--- src/design/fpes_pkg.sv ---
`timescale 1ns / 1ps
// widths, reset values, register indexes and state codes for the energy slicer
// no dependencies; imported by fixed_pitch_energy_slicer_top

package fpes_pkg;

    localparam int Z_W        = 32;
    localparam int E_W        = 24;
    localparam int OUT_W      = 25;
    localparam int PITCH_W    = 20;
    localparam int LIMIT_W    = 16;
    localparam int CFG_IDX_W  = 2;
    localparam int CFG_DATA_W = 32;

    // plane position, step and offset widths
    localparam int NP_W = Z_W + 2;
    localparam int DZ_W = Z_W + 1;
    localparam int DE_W = E_W + 1;

    // bit-serial multiplier and divider
    localparam int MCAND_W  = Z_W;
    localparam int MPLIER_W = E_W;
    localparam int PROD_W   = MCAND_W + MPLIER_W;
    localparam int DVD_W    = PROD_W + 2;
    localparam int DVS_W    = Z_W + 1;
    localparam int SUM_W    = DVD_W + 2;
    localparam int CNT_W    = $clog2(DVD_W);

    localparam int MAX_SLICES_DEFAULT = 64;

    localparam logic [Z_W-1:0]     START_Z_RST = '0;
    localparam logic [PITCH_W-1:0] PITCH_RST   = PITCH_W'(490);
    localparam logic [LIMIT_W-1:0] LIMIT_RST   = '1;

    localparam logic [CFG_IDX_W-1:0] CFG_START_Z = 2'd0;
    localparam logic [CFG_IDX_W-1:0] CFG_PITCH   = 2'd1;
    localparam logic [CFG_IDX_W-1:0] CFG_LIMIT   = 2'd2;

    typedef enum logic [3:0] {
        S_IDLE,
        S_SETUP,
        S_DUE_DIV,
        S_DUE_CAP,
        S_SL_START,
        S_SL_MUL,
        S_SL_LOAD,
        S_SL_DIV,
        S_SL_OUT,
        S_ADV_MUL,
        S_ADV
    } state_t;

endpackage

--- src/design/fixed_pitch_energy_slicer_top.sv ---
`timescale 1ns / 1ps
// fixed-pitch energy slicer: interpolates track energy at evenly spaced planes
// one module with a bit-serial multiplier and restoring divider; uses fpes_pkg
//
// channel  | handshake             | payload
// ---------+-----------------------+---------------------------------------------
// input    | in_valid / in_ready   | first_point, last_point, pos_z, kinetic_energy
// output   | out_valid / out_ready | slice_energy, last_of_run
// config   | cfg_valid / cfg_ready | cfg_index, cfg_data
//
// a point that yields no slice leaves the block idle and ready for the next one; a
// point that yields slices holds the input after its transfer while the bit-serial
// divider runs once for the slice count (skipped at zero pitch, where the slice count
// needs no division) and once per slice, and the shift-add multiplier runs once per
// slice and once for the plane step
// a full output register stalls the slice loop; results wait there while the
// next point is taken; reset is asynchronous and needs no clearing pass

module fixed_pitch_energy_slicer_top #(
    parameter int MAX_SLICES_PER_POINT = fpes_pkg::MAX_SLICES_DEFAULT
) (
    input  logic                                  clk,
    input  logic                                  rst_n,
    input  logic                                  in_valid,
    output logic                                  in_ready,
    input  logic                                  first_point,
    input  logic                                  last_point,
    input  logic signed [fpes_pkg::Z_W-1:0]       pos_z,
    input  logic        [fpes_pkg::E_W-1:0]       kinetic_energy,
    output logic                                  out_valid,
    input  logic                                  out_ready,
    output logic signed [fpes_pkg::OUT_W-1:0]     slice_energy,
    output logic                                  last_of_run,
    input  logic                                  cfg_valid,
    output logic                                  cfg_ready,
    input  logic        [fpes_pkg::CFG_IDX_W-1:0] cfg_index,
    input  logic        [fpes_pkg::CFG_DATA_W-1:0] cfg_data
);

    import fpes_pkg::*;

    localparam int KW = $clog2(MAX_SLICES_PER_POINT + 1);

    state_t state_reg, state_next;

    logic signed [Z_W-1:0]     start_reg, start_next;
    logic        [PITCH_W-1:0] pitch_reg, pitch_next;
    logic        [LIMIT_W-1:0] limit_reg, limit_next;

    logic signed [Z_W-1:0]     prev_z_reg, prev_z_next;
    logic        [E_W-1:0]     prev_e_reg, prev_e_next;
    logic signed [NP_W-1:0]    np_reg, np_next;
    logic        [LIMIT_W-1:0] count_reg, count_next;
    logic                      active_reg, active_next;

    logic                      out_valid_reg, out_valid_next;
    logic signed [OUT_W-1:0]   energy_reg, energy_next;
    logic                      last_reg, last_next;

    logic signed [Z_W-1:0]     cur_z_reg, cur_z_next;
    logic        [E_W-1:0]     cur_e_reg, cur_e_next;
    logic        [DZ_W-1:0]    dz_reg, dz_next;
    logic        [DE_W-1:0]    de_reg, de_next;
    logic        [NP_W-1:0]    off_reg, off_next;
    logic        [Z_W-1:0]     dz_abs_reg, dz_abs_next;
    logic        [E_W-1:0]     de_abs_reg, de_abs_next;
    logic                      sign_reg, sign_next;
    logic                      qneg_reg, qneg_next;
    logic        [LIMIT_W-1:0] due_reg, due_next;
    logic        [KW-1:0]      nemit_reg, nemit_next;
    logic        [KW-1:0]      k_reg, k_next;

    logic        [MCAND_W-1:0] mcand_reg, mcand_next;
    logic        [PROD_W-1:0]  prod_reg, prod_next;
    logic        [DVD_W-1:0]   dvd_reg, dvd_next;
    logic        [DVS_W-1:0]   rem_reg, rem_next;
    logic        [DVS_W-1:0]   dvs_reg, dvs_next;
    logic        [CNT_W-1:0]   cnt_reg, cnt_next;

    // serial datapath steps
    logic        [MCAND_W:0]   mul_sum;
    logic        [PROD_W-1:0]  mul_step;
    logic        [DVS_W:0]     div_trial;
    logic        [DVS_W:0]     div_diff;
    logic                      div_ge;
    logic        [DVS_W-1:0]   rem_step;
    logic        [DVD_W-1:0]   dvd_step;

    logic signed [NP_W-1:0]    pz_ext;
    logic signed [NP_W-1:0]    prev_ext;
    logic signed [NP_W-1:0]    cur_ext;
    logic                      is_source;
    logic        [DZ_W-1:0]    dz_mag;
    logic        [DE_W-1:0]    de_mag;
    logic        [NP_W-1:0]    off_mag;
    logic        [NP_W-1:0]    due_dvd;
    logic        [LIMIT_W-1:0] remaining;
    logic        [LIMIT_W-1:0] due_sel;
    logic signed [SUM_W-1:0]   interp;
    logic                      interp_fits;
    logic        [OUT_W-1:0]   energy_sat;
    logic                      slot_free;
    logic                      run_last;

    assign in_ready     = (state_reg == S_IDLE);
    assign cfg_ready    = 1'b1;
    assign out_valid    = out_valid_reg;
    assign slice_energy = energy_reg;
    assign last_of_run  = last_reg;

    assign mul_sum   = {1'b0, prod_reg[PROD_W-1:MPLIER_W]}
                     + {1'b0, (prod_reg[0] ? mcand_reg : '0)};
    assign mul_step  = {mul_sum, prod_reg[MPLIER_W-1:1]};
    assign div_trial = {rem_reg, dvd_reg[DVD_W-1]};
    assign div_diff  = div_trial - {1'b0, dvs_reg};
    assign div_ge    = (div_trial >= {1'b0, dvs_reg});
    assign rem_step  = div_ge ? div_diff[DVS_W-1:0] : div_trial[DVS_W-1:0];
    assign dvd_step  = {dvd_reg[DVD_W-2:0], div_ge};

    assign pz_ext    = {{(NP_W-Z_W){pos_z[Z_W-1]}}, pos_z};
    assign prev_ext  = {{(NP_W-Z_W){prev_z_reg[Z_W-1]}}, prev_z_reg};
    assign cur_ext   = {{(NP_W-Z_W){cur_z_reg[Z_W-1]}}, cur_z_reg};
    assign is_source = (pos_z >= start_reg) && (pos_z != prev_z_reg)
                     && (np_reg < pz_ext) && (count_reg < limit_reg);

    assign dz_mag  = dz_reg[DZ_W-1] ? (~dz_reg + 1'b1) : dz_reg;
    assign de_mag  = de_reg[DE_W-1] ? (~de_reg + 1'b1) : de_reg;
    assign off_mag = off_reg[NP_W-1] ? (~off_reg + 1'b1) : off_reg;
    assign due_dvd = cur_ext - np_reg + NP_W'(pitch_reg) - NP_W'(1);

    assign remaining = limit_reg - count_reg;
    always_comb
    begin
        priority if (pitch_reg == '0)
        begin
            due_sel = remaining;
        end
        else if ((|dvd_reg[DVD_W-1:LIMIT_W]) || (dvd_reg[LIMIT_W-1:0] > remaining))
        begin
            due_sel = remaining;
        end
        else
        begin
            due_sel = dvd_reg[LIMIT_W-1:0];
        end
    end

    // prev_energy minus the signed rounded quotient, then clamp
    assign interp = qneg_reg ? (SUM_W'(prev_e_reg) + SUM_W'(dvd_reg))
                             : (SUM_W'(prev_e_reg) - SUM_W'(dvd_reg));
    assign interp_fits = (&interp[SUM_W-1:OUT_W-1]) | ~(|interp[SUM_W-1:OUT_W-1]);
    assign energy_sat  = interp_fits ? interp[OUT_W-1:0]
                       : (interp[SUM_W-1] ? {1'b1, {(OUT_W-1){1'b0}}}
                                          : {1'b0, {(OUT_W-1){1'b1}}});

    assign slot_free = ~out_valid_reg | out_ready;
    assign run_last  = (k_reg == (nemit_reg - KW'(1)));

    always_comb
    begin
        state_next     = state_reg;
        start_next     = start_reg;
        pitch_next     = pitch_reg;
        limit_next     = limit_reg;
        prev_z_next    = prev_z_reg;
        prev_e_next    = prev_e_reg;
        np_next        = np_reg;
        count_next     = count_reg;
        active_next    = active_reg;
        out_valid_next = out_valid_reg & ~out_ready;
        energy_next    = energy_reg;
        last_next      = last_reg;
        cur_z_next     = cur_z_reg;
        cur_e_next     = cur_e_reg;
        dz_next        = dz_reg;
        de_next        = de_reg;
        off_next       = off_reg;
        dz_abs_next    = dz_abs_reg;
        de_abs_next    = de_abs_reg;
        sign_next      = sign_reg;
        qneg_next      = qneg_reg;
        due_next       = due_reg;
        nemit_next     = nemit_reg;
        k_next         = k_reg;
        mcand_next     = mcand_reg;
        prod_next      = prod_reg;
        dvd_next       = dvd_reg;
        rem_next       = rem_reg;
        dvs_next       = dvs_reg;
        cnt_next       = cnt_reg;

        if (cfg_valid)
        begin
            unique case (cfg_index)
                CFG_START_Z: start_next = cfg_data[Z_W-1:0];
                CFG_PITCH:   pitch_next = cfg_data[PITCH_W-1:0];
                CFG_LIMIT:   limit_next = cfg_data[LIMIT_W-1:0];
                default:     ;
            endcase
        end

        unique case (state_reg)
            S_IDLE:
            begin
                if (in_valid)
                begin
                    cur_z_next = pos_z;
                    cur_e_next = kinetic_energy;
                    dz_next    = pz_ext[DZ_W-1:0] - prev_ext[DZ_W-1:0];
                    de_next    = {1'b0, prev_e_reg} - {1'b0, kinetic_energy};
                    off_next   = np_reg - prev_ext;
                    priority if (first_point)
                    begin
                        prev_z_next = pos_z;
                        prev_e_next = kinetic_energy;
                        np_next     = {{(NP_W-Z_W){start_reg[Z_W-1]}}, start_reg};
                        count_next  = '0;
                        active_next = ~last_point;
                    end
                    else if (!active_reg)
                    begin
                        active_next = 1'b0;
                    end
                    else if (last_point)
                    begin
                        active_next = 1'b0;
                    end
                    else if (is_source)
                    begin
                        state_next = S_SETUP;
                    end
                    else
                    begin
                        prev_z_next = pos_z;
                        prev_e_next = kinetic_energy;
                    end
                end
            end

            S_SETUP:
            begin
                dz_abs_next = dz_mag[Z_W-1:0];
                de_abs_next = de_mag[E_W-1:0];
                sign_next   = dz_reg[DZ_W-1] ^ de_reg[DE_W-1];
                dvd_next    = DVD_W'(due_dvd);
                rem_next    = '0;
                dvs_next    = DVS_W'(pitch_reg);
                cnt_next    = '0;
                state_next  = (pitch_reg == '0) ? S_DUE_CAP : S_DUE_DIV;
            end

            S_DUE_DIV:
            begin
                dvd_next = dvd_step;
                rem_next = rem_step;
                cnt_next = cnt_reg + 1'b1;
                if (cnt_reg == CNT_W'(DVD_W - 1))
                begin
                    state_next = S_DUE_CAP;
                end
            end

            S_DUE_CAP:
            begin
                due_next   = due_sel;
                nemit_next = (due_sel > LIMIT_W'(MAX_SLICES_PER_POINT))
                           ? KW'(MAX_SLICES_PER_POINT) : due_sel[KW-1:0];
                k_next     = '0;
                state_next = S_SL_START;
            end

            S_SL_START:
            begin
                mcand_next = off_mag[MCAND_W-1:0];
                prod_next  = PROD_W'(de_abs_reg);
                qneg_next  = sign_reg ^ off_reg[NP_W-1];
                cnt_next   = '0;
                state_next = S_SL_MUL;
            end

            S_SL_MUL:
            begin
                prod_next = mul_step;
                cnt_next  = cnt_reg + 1'b1;
                if (cnt_reg == CNT_W'(MPLIER_W - 1))
                begin
                    state_next = S_SL_LOAD;
                end
            end

            S_SL_LOAD:
            begin
                dvd_next   = DVD_W'({prod_reg, 1'b0}) + DVD_W'(dz_abs_reg);
                rem_next   = '0;
                dvs_next   = {dz_abs_reg, 1'b0};
                cnt_next   = '0;
                state_next = S_SL_DIV;
            end

            S_SL_DIV:
            begin
                dvd_next = dvd_step;
                rem_next = rem_step;
                cnt_next = cnt_reg + 1'b1;
                if (cnt_reg == CNT_W'(DVD_W - 1))
                begin
                    state_next = S_SL_OUT;
                end
            end

            S_SL_OUT:
            begin
                if (slot_free)
                begin
                    out_valid_next = 1'b1;
                    energy_next    = energy_sat;
                    last_next      = run_last;
                    off_next       = off_reg + NP_W'(pitch_reg);
                    k_next         = k_reg + 1'b1;
                    if (run_last)
                    begin
                        mcand_next = MCAND_W'(due_reg);
                        prod_next  = PROD_W'(pitch_reg);
                        cnt_next   = '0;
                        state_next = S_ADV_MUL;
                    end
                    else
                    begin
                        state_next = S_SL_START;
                    end
                end
            end

            S_ADV_MUL:
            begin
                prod_next = mul_step;
                cnt_next  = cnt_reg + 1'b1;
                if (cnt_reg == CNT_W'(MPLIER_W - 1))
                begin
                    state_next = S_ADV;
                end
            end

            S_ADV:
            begin
                np_next     = np_reg + prod_reg[NP_W-1:0];
                count_next  = count_reg + due_reg;
                prev_z_next = cur_z_reg;
                prev_e_next = cur_e_reg;
                state_next  = S_IDLE;
            end

            default:
            begin
                state_next = S_IDLE;
            end
        endcase
    end

    always_ff @(posedge clk or negedge rst_n)
    begin
        if (!rst_n)
        begin
            state_reg     <= S_IDLE;
            start_reg     <= START_Z_RST;
            pitch_reg     <= PITCH_RST;
            limit_reg     <= LIMIT_RST;
            prev_z_reg    <= '0;
            prev_e_reg    <= '0;
            np_reg        <= '0;
            count_reg     <= '0;
            active_reg    <= 1'b0;
            out_valid_reg <= 1'b0;
        end
        else
        begin
            state_reg     <= state_next;
            start_reg     <= start_next;
            pitch_reg     <= pitch_next;
            limit_reg     <= limit_next;
            prev_z_reg    <= prev_z_next;
            prev_e_reg    <= prev_e_next;
            np_reg        <= np_next;
            count_reg     <= count_next;
            active_reg    <= active_next;
            out_valid_reg <= out_valid_next;
        end
    end

    always_ff @(posedge clk)
    begin
        energy_reg <= energy_next;
        last_reg   <= last_next;
        cur_z_reg  <= cur_z_next;
        cur_e_reg  <= cur_e_next;
        dz_reg     <= dz_next;
        de_reg     <= de_next;
        off_reg    <= off_next;
        dz_abs_reg <= dz_abs_next;
        de_abs_reg <= de_abs_next;
        sign_reg   <= sign_next;
        qneg_reg   <= qneg_next;
        due_reg    <= due_next;
        nemit_reg  <= nemit_next;
        k_reg      <= k_next;
        mcand_reg  <= mcand_next;
        prod_reg   <= prod_next;
        dvd_reg    <= dvd_next;
        rem_reg    <= rem_next;
        dvs_reg    <= dvs_next;
        cnt_reg    <= cnt_next;
    end

endmodule
--- config.mk ---
export PLATFORM = sky130hd
export DESIGN_NAME = fixed_pitch_energy_slicer_top
export DESIGN_NICKNAME = d
export VERILOG_FILES = /design/src/design/fpes_pkg.sv /design/src/design/fixed_pitch_energy_slicer_top.sv
export SDC_FILE = /design/constraint.sdc
export NUM_CORES = 2
export LEC_CHECK = 0
export ABC_AREA = 1
export BUFFER_PORTS_ARGS = -buffer_cell sky130_fd_sc_hd__buf_4
export CAP_MARGIN = 0
export CORE_ASPECT_RATIO = 0.75
export CORE_UTILIZATION = 29
export CTS_CLUSTER_DIAMETER = 200
export DETAILED_ROUTE_END_ITERATION = 8
export GPL_TIMING_DRIVEN = 0
export PLACE_DENSITY = 0.43
export SYNTH_ARGS = -nofsm -noshare
export SYNTH_HDL_FRONTEND = slang
export SYNTH_SLANG_ARGS = --single-unit
--- constraint.sdc ---
create_clock -name clk -period 10.3 [get_ports clk]
set_input_delay 1.03 -clock clk [delete_from_list [all_inputs] [get_ports clk]]
set_output_delay 1.03 -clock clk [all_outputs]
set_load 0.1 [all_outputs]
# Yosys cells after proc, flatten, opt, wreduce, memory -nomap -nowiden
# Cells that the tools add are included.
# word_totals
ff_bits,660
out_inout_bits,29
wordCells,200
# op_classes
add_sub_neg,21
magnitude_cmp,6
n_eq_ne,31
n_mux,63
bitwise,12
n_reduce_logical,37
# op_table
cell,count
$mux W32,10
$pmux W58 S3,1
$pmux W56 S3,1
$mux W24,6
$mux W34,4
$pmux W34 S2,2
$pmux W33 S2,2
$pmux W32 S2,2
$mux W56,2
$add A34 B20 Y34,2
$add A32 B1 Y32 const B,2
$mux W16,4
$not A32 Y32,2
$mux W60,1
$add A24 B58 Y59,1
$sub A24 B58 Y59,1
$add A57 B32 Y58,1
$mux W25,2
$pmux W24 S2,1
$mux W4,11
$reduce_or A42 Y1,1
$pmux W4 S10,1
$reduce_and A36 Y1,1
$reduce_or A36 Y1,1
60 further kinds,108

# Logic depth before layout (Yosys ltp)
# depth
word_depth,10
depth_mapped,28
ltp_nobuf,27

# Least setup slack after synthesis
# Ideal clock, no wire load.
# synth_timing
path_kind,register to register
startpoint,register state_reg[3]
endpoint,"register dvd_reg[0], enable pin"
setup_time_ps,417
t_arrival_ps,4857
path_slack_ps,5026
stages_incl_launch_ff,6
period_less_slack_ps,5274
path_cell_list,dfrtp_1 > nor2_1 > inv_1 > nor2_1 > nor2_1 > nand2_1
# synth_via
elab_chain_cells,3
elab_cells_between_ends,6
cone_classes,eq/ne: 4; reduce/logical: 2
# synth_lines
item,line,source
"start, declared",fixed_pitch_energy_slicer_top.sv:44,"state_t state_reg, state_next;"
"start signal, assigned",fixed_pitch_energy_slicer_top.sv:377,state_reg <= state_next;
$eq A4 B3 Y1 or $eq A4 B2 Y1 (tied branches),fixed_pitch_energy_slicer_top.sv:202,unique case (state_reg)
$reduce_or A2 Y1 (no source line),-,
$reduce_bool A3 Y1 (no source line) (*),-,
"end signal, assigned",fixed_pitch_energy_slicer_top.sv:408,dvd_reg <= dvd_next;
"end, declared",fixed_pitch_energy_slicer_top.sv:75,"logic [DVD_W-1:0] dvd_reg, dvd_next;"
# Every way passes the cells marked *; elsewhere a longest branch is shown, timed or not.
# A chain may end at the register's enable or synchronous reset.

# Final worst setup path
# layout_timing
startpoint,register limit_reg[0]
endpoint,"register nemit_reg[5], data pin"
# layout_via
elab_chain_cells,6
# layout_lines
item,line,source
"start, declared",fixed_pitch_energy_slicer_top.sv:48,"logic [LIMIT_W-1:0] limit_reg, limit_next;"
"start signal, assigned",fixed_pitch_energy_slicer_top.sv:380,limit_reg <= limit_next;
$sub A16 B16 Y16 (*),fixed_pitch_energy_slicer_top.sv:131,assign remaining = limit_reg - count_reg;
$gt A16 B16 Y1,fixed_pitch_energy_slicer_top.sv:138,else if ((|dvd_reg[DVD_W-1:LIMIT_W]) || (dvd_reg[LIMIT_W-1:0] > remaining))
$logic_or A1 B1 Y1,fixed_pitch_energy_slicer_top.sv:138,
$mux W16,fixed_pitch_energy_slicer_top.sv:138,
$mux W16 (*),fixed_pitch_energy_slicer_top.sv:134,priority if (pitch_reg == '0)
named net due_sel[4],fixed_pitch_energy_slicer_top.sv:98,logic [LIMIT_W-1:0] due_sel;
$gt A16 B7 Y1 (*),fixed_pitch_energy_slicer_top.sv:266,nemit_next = (due_sel > LIMIT_W'(MAX_SLICES_PER_POINT))
"end signal, assigned",fixed_pitch_energy_slicer_top.sv:404,nemit_reg <= nemit_next;
"end, declared",fixed_pitch_energy_slicer_top.sv:70,"logic [KW-1:0] nemit_reg, nemit_next;"
# Mark *: on every way through the listed nets, which the timed path passes. The rest lies on a longest branch.

==> results.cfg <==
[status]
status = finished, final reports clean

[timing]
finalMaxSlewViolations = 0
whs_ns = 0.0613
slew_headroom = 0.0124
period_share = 0.536
postLayoutSetupSlackWorst_ns = 4.78
finalHoldViolations = 0
period_needed_ns = 5.52
finClkSkew_ns = 0.0431
rsz0062_at_grt = false
fin_setup_tns_ns = 0
max_freq_mhz = 181
max_slew.worst_pin.slew_ns = 1.48
setup_viol = 0

[placed_design]
gp_congestion = 0.981
port_buffers = 124
dpl.hpwl_mm = 216
dp.cells = 10092
pre_cts_slack_ns = 4.64

[yosys]
synth_top_area_share = 0.265
yosys_warnings = 0
syn_avg_cell_area_um2 = 7.31
yosysUniqueCellTypes = 71
synth_top_flop_cell = edfxtp_1
synth-seq-cells = 660
seq_area_frac_synth = 0.348
synth_cells = 7455
async_flop_share = 0.273
netlist_area_um2 = 54500
syn_nets = 8035
synthTopCellsByArea = edfxtp_1 (26%), nand2_1 (13%), ha_1 (10%)
synth_largest_area_cell = edfxtp_1
synth-edff-count = 480

[critical_path]
r2r-start = limit_reg[0]
crit_buf_inv = 4
reg2reg_slack_ns = 4.78
r2r_end = nemit_reg[5]
cpMaxStageDelayCell = o21ai_0
cp_common_cell = nand2_1
critPathMaxStageDelay_ns = 0.71
cp.arrival_ns = 6.01
worstSetupEndpointType = flip-flop
crit_family = compound AO/OA/AOI/OAI gates
ff2ff_path_depth = 27
crit_fanout = 10
required_ns = 10.80
start_kind = flip-flop
worstSetupPathType = reg2reg

[finish]
multi_input_area_um2 = 30500
seq_area_um2 = 18900
postLayoutCoreUtil = 0.331
fin_cells = 10246
fill_cells = 20407
layout-drive-gt1-share = 0.0623
nNetsFinal = 8254
area_growth_pct = 13.1
largest_reg_flops = 58

[route]
drtIter0Drc = 6009
drt-wirelength-per-cell_um = 25.1
avgViaCountPerCell = 5.18
vias = 53048
wl_mm = 257
drc = 0
drt-pass1-iter-count = 6
ant_nets = 0

[hold_path]
hold_class = in2async

[global_routing]
track_usage = 0.267
grt_pass1_vias = 49674
grt_pass1_wl_mm = 362
antenna_found_initial = 17
gr-total-overflow = 0
grt_max_degree = 101

[clock_tree]
cts_setup_buffers = 0
cts_tree = done
clock_tree.root_cell = clkbuf_16
h-tree-depth = 3
clock_path_buffers = 3
clock_sinks = 660
holdBufCountCts = 0
path_clk_slew_ns = 0.07
clk_latency_ns = 0.76
tritoncts.num_buffers = 81
cts_resized = 0

[floorplan]
rows = 137
ios = 126
start_util = 0.292
coreArea_um2 = 186000
dieArea_um2 = 190000
die_height_um = 377
die-width_um = 502

[run]
max_cap_violations = 0

[power]
comb_power_share = 0.150
p_leak_uw = 0.0290
power.share.clock = 0.428
irDropWorstVdd_mv = 0.125
p_seq_frac = 0.421
power_density_nw_per_um2 = 116
p_int_uw = 4970
switchingPower_uw = 2180
sw_frac_of_total = 0.304
-- how the worst max path moves through the flow --
| stage | end | slack (ns) | start | depth (start not counted) |
|---|---|---|---|---|
| after global routing | nemit_reg[0] | 4.65 | limit_reg[0] | 26 |
| after detailed placement | prev_z_reg[28] | 4.64 | pos_z[25] | 19 |
| final | nemit_reg[5] | 4.78 | limit_reg[0] | 27 |
| after floorplan | dvd_reg[0] | 5.03 | state_reg[3] | 5 |
| after CTS | nemit_reg[4] | 5.02 | limit_reg[0] | 27 |
| after global placement | dvd_reg[52] | 1.31 | state_reg[3] | 5 |
-- final cells by class --
type                       count  area share
inverter                    1137      0.0693
clock buffer                  96      0.0343
timing repair buffer         136      0.0195
antenna                        2   0.0000812
clock inverter                55      0.0103
sequential                   660       0.307
multi-input combinational   5492       0.496
buffer                       166      0.0125
tap                         2502      0.0508
-- logic make-up after synthesis --
| kind of cell | count (synthesis) | synth area share |
|---|---|---|
| mux | 3 | 0.000574 |
| fa+ha+maj | 483 | 0.115 |
| flops | 660 | 0.348 |
| compound gates | 1499 | 0.153 |
| simple gates | 3238 | 0.248 |
| other cells | 1 | 0.0000688 |
| xor+xnor | 268 | 0.0431 |
| buf+inv | 1303 | 0.0924 |
-- cells in the mapped netlist, drive strengths merged, types with 34 or more instances --
cell and number:
nor3 98, edfxtp 480, nand4 92, xor2 173
a31oi 60, o21ai 609, nand2 1850, nor2 749
dfrtp 158, clkbuf 111, a21boi 34, xnor2 95
inv 1131, ha 450, nand3 353, buf 55
a21oi 563
-- power by group through the flow --
stage / logic (µW) / registers (µW) / clock network (µW)
3_3_place_gp: 1040 / 3060 / 0
3_5_place_dp: 1050 / 3060 / 0
4_1_cts: 1060 / 3010 / 3130
6_report: 1080 / 3010 / 3060
2_1_floorplan: 645 / 3000 / 0
5_1_grt: 1180 / 3010 / 3230
-- layer usage --
metal  track usage  up-vias  part of all wire
li1              -    25213                 -
met1         0.407    25655              0.49
met2         0.383     1961              0.40
met3        0.0519      219             0.085
met4        0.0526        0             0.020
met5             0        -                 0
-- placed cells by master, fill, tap and decap left out, drive strengths merged, types with 17 or more instances in the layout --
master  count
a21boi     34
a21o       25
a21oi     563
a22oi      25
a31oi      60
buf       191
clkbuf    207
clkinv     37
dfrtp     158
dfstp      22
edfxtp    480
fa         33
ha        450
inv      1139
nand2    1850
nand3     353
nand4      92
nor2      749
nor3       98
nor4       33
o211ai     30
o21a       29
o21ai     609
o21bai     31
o221ai     17
o22ai      25
or2        33
xnor2      95
xor2      173
-- metrics by stage --
step                      total power [µW]  cell area (µm²)
final                                 7150            61600
after global routing                  7420            61600
after CTS                             7190            61600
after detailed placement              4110            58800
after global placement                4100            58500
after floorplan                       3650            54500
(Power assumes the default switching activity.)
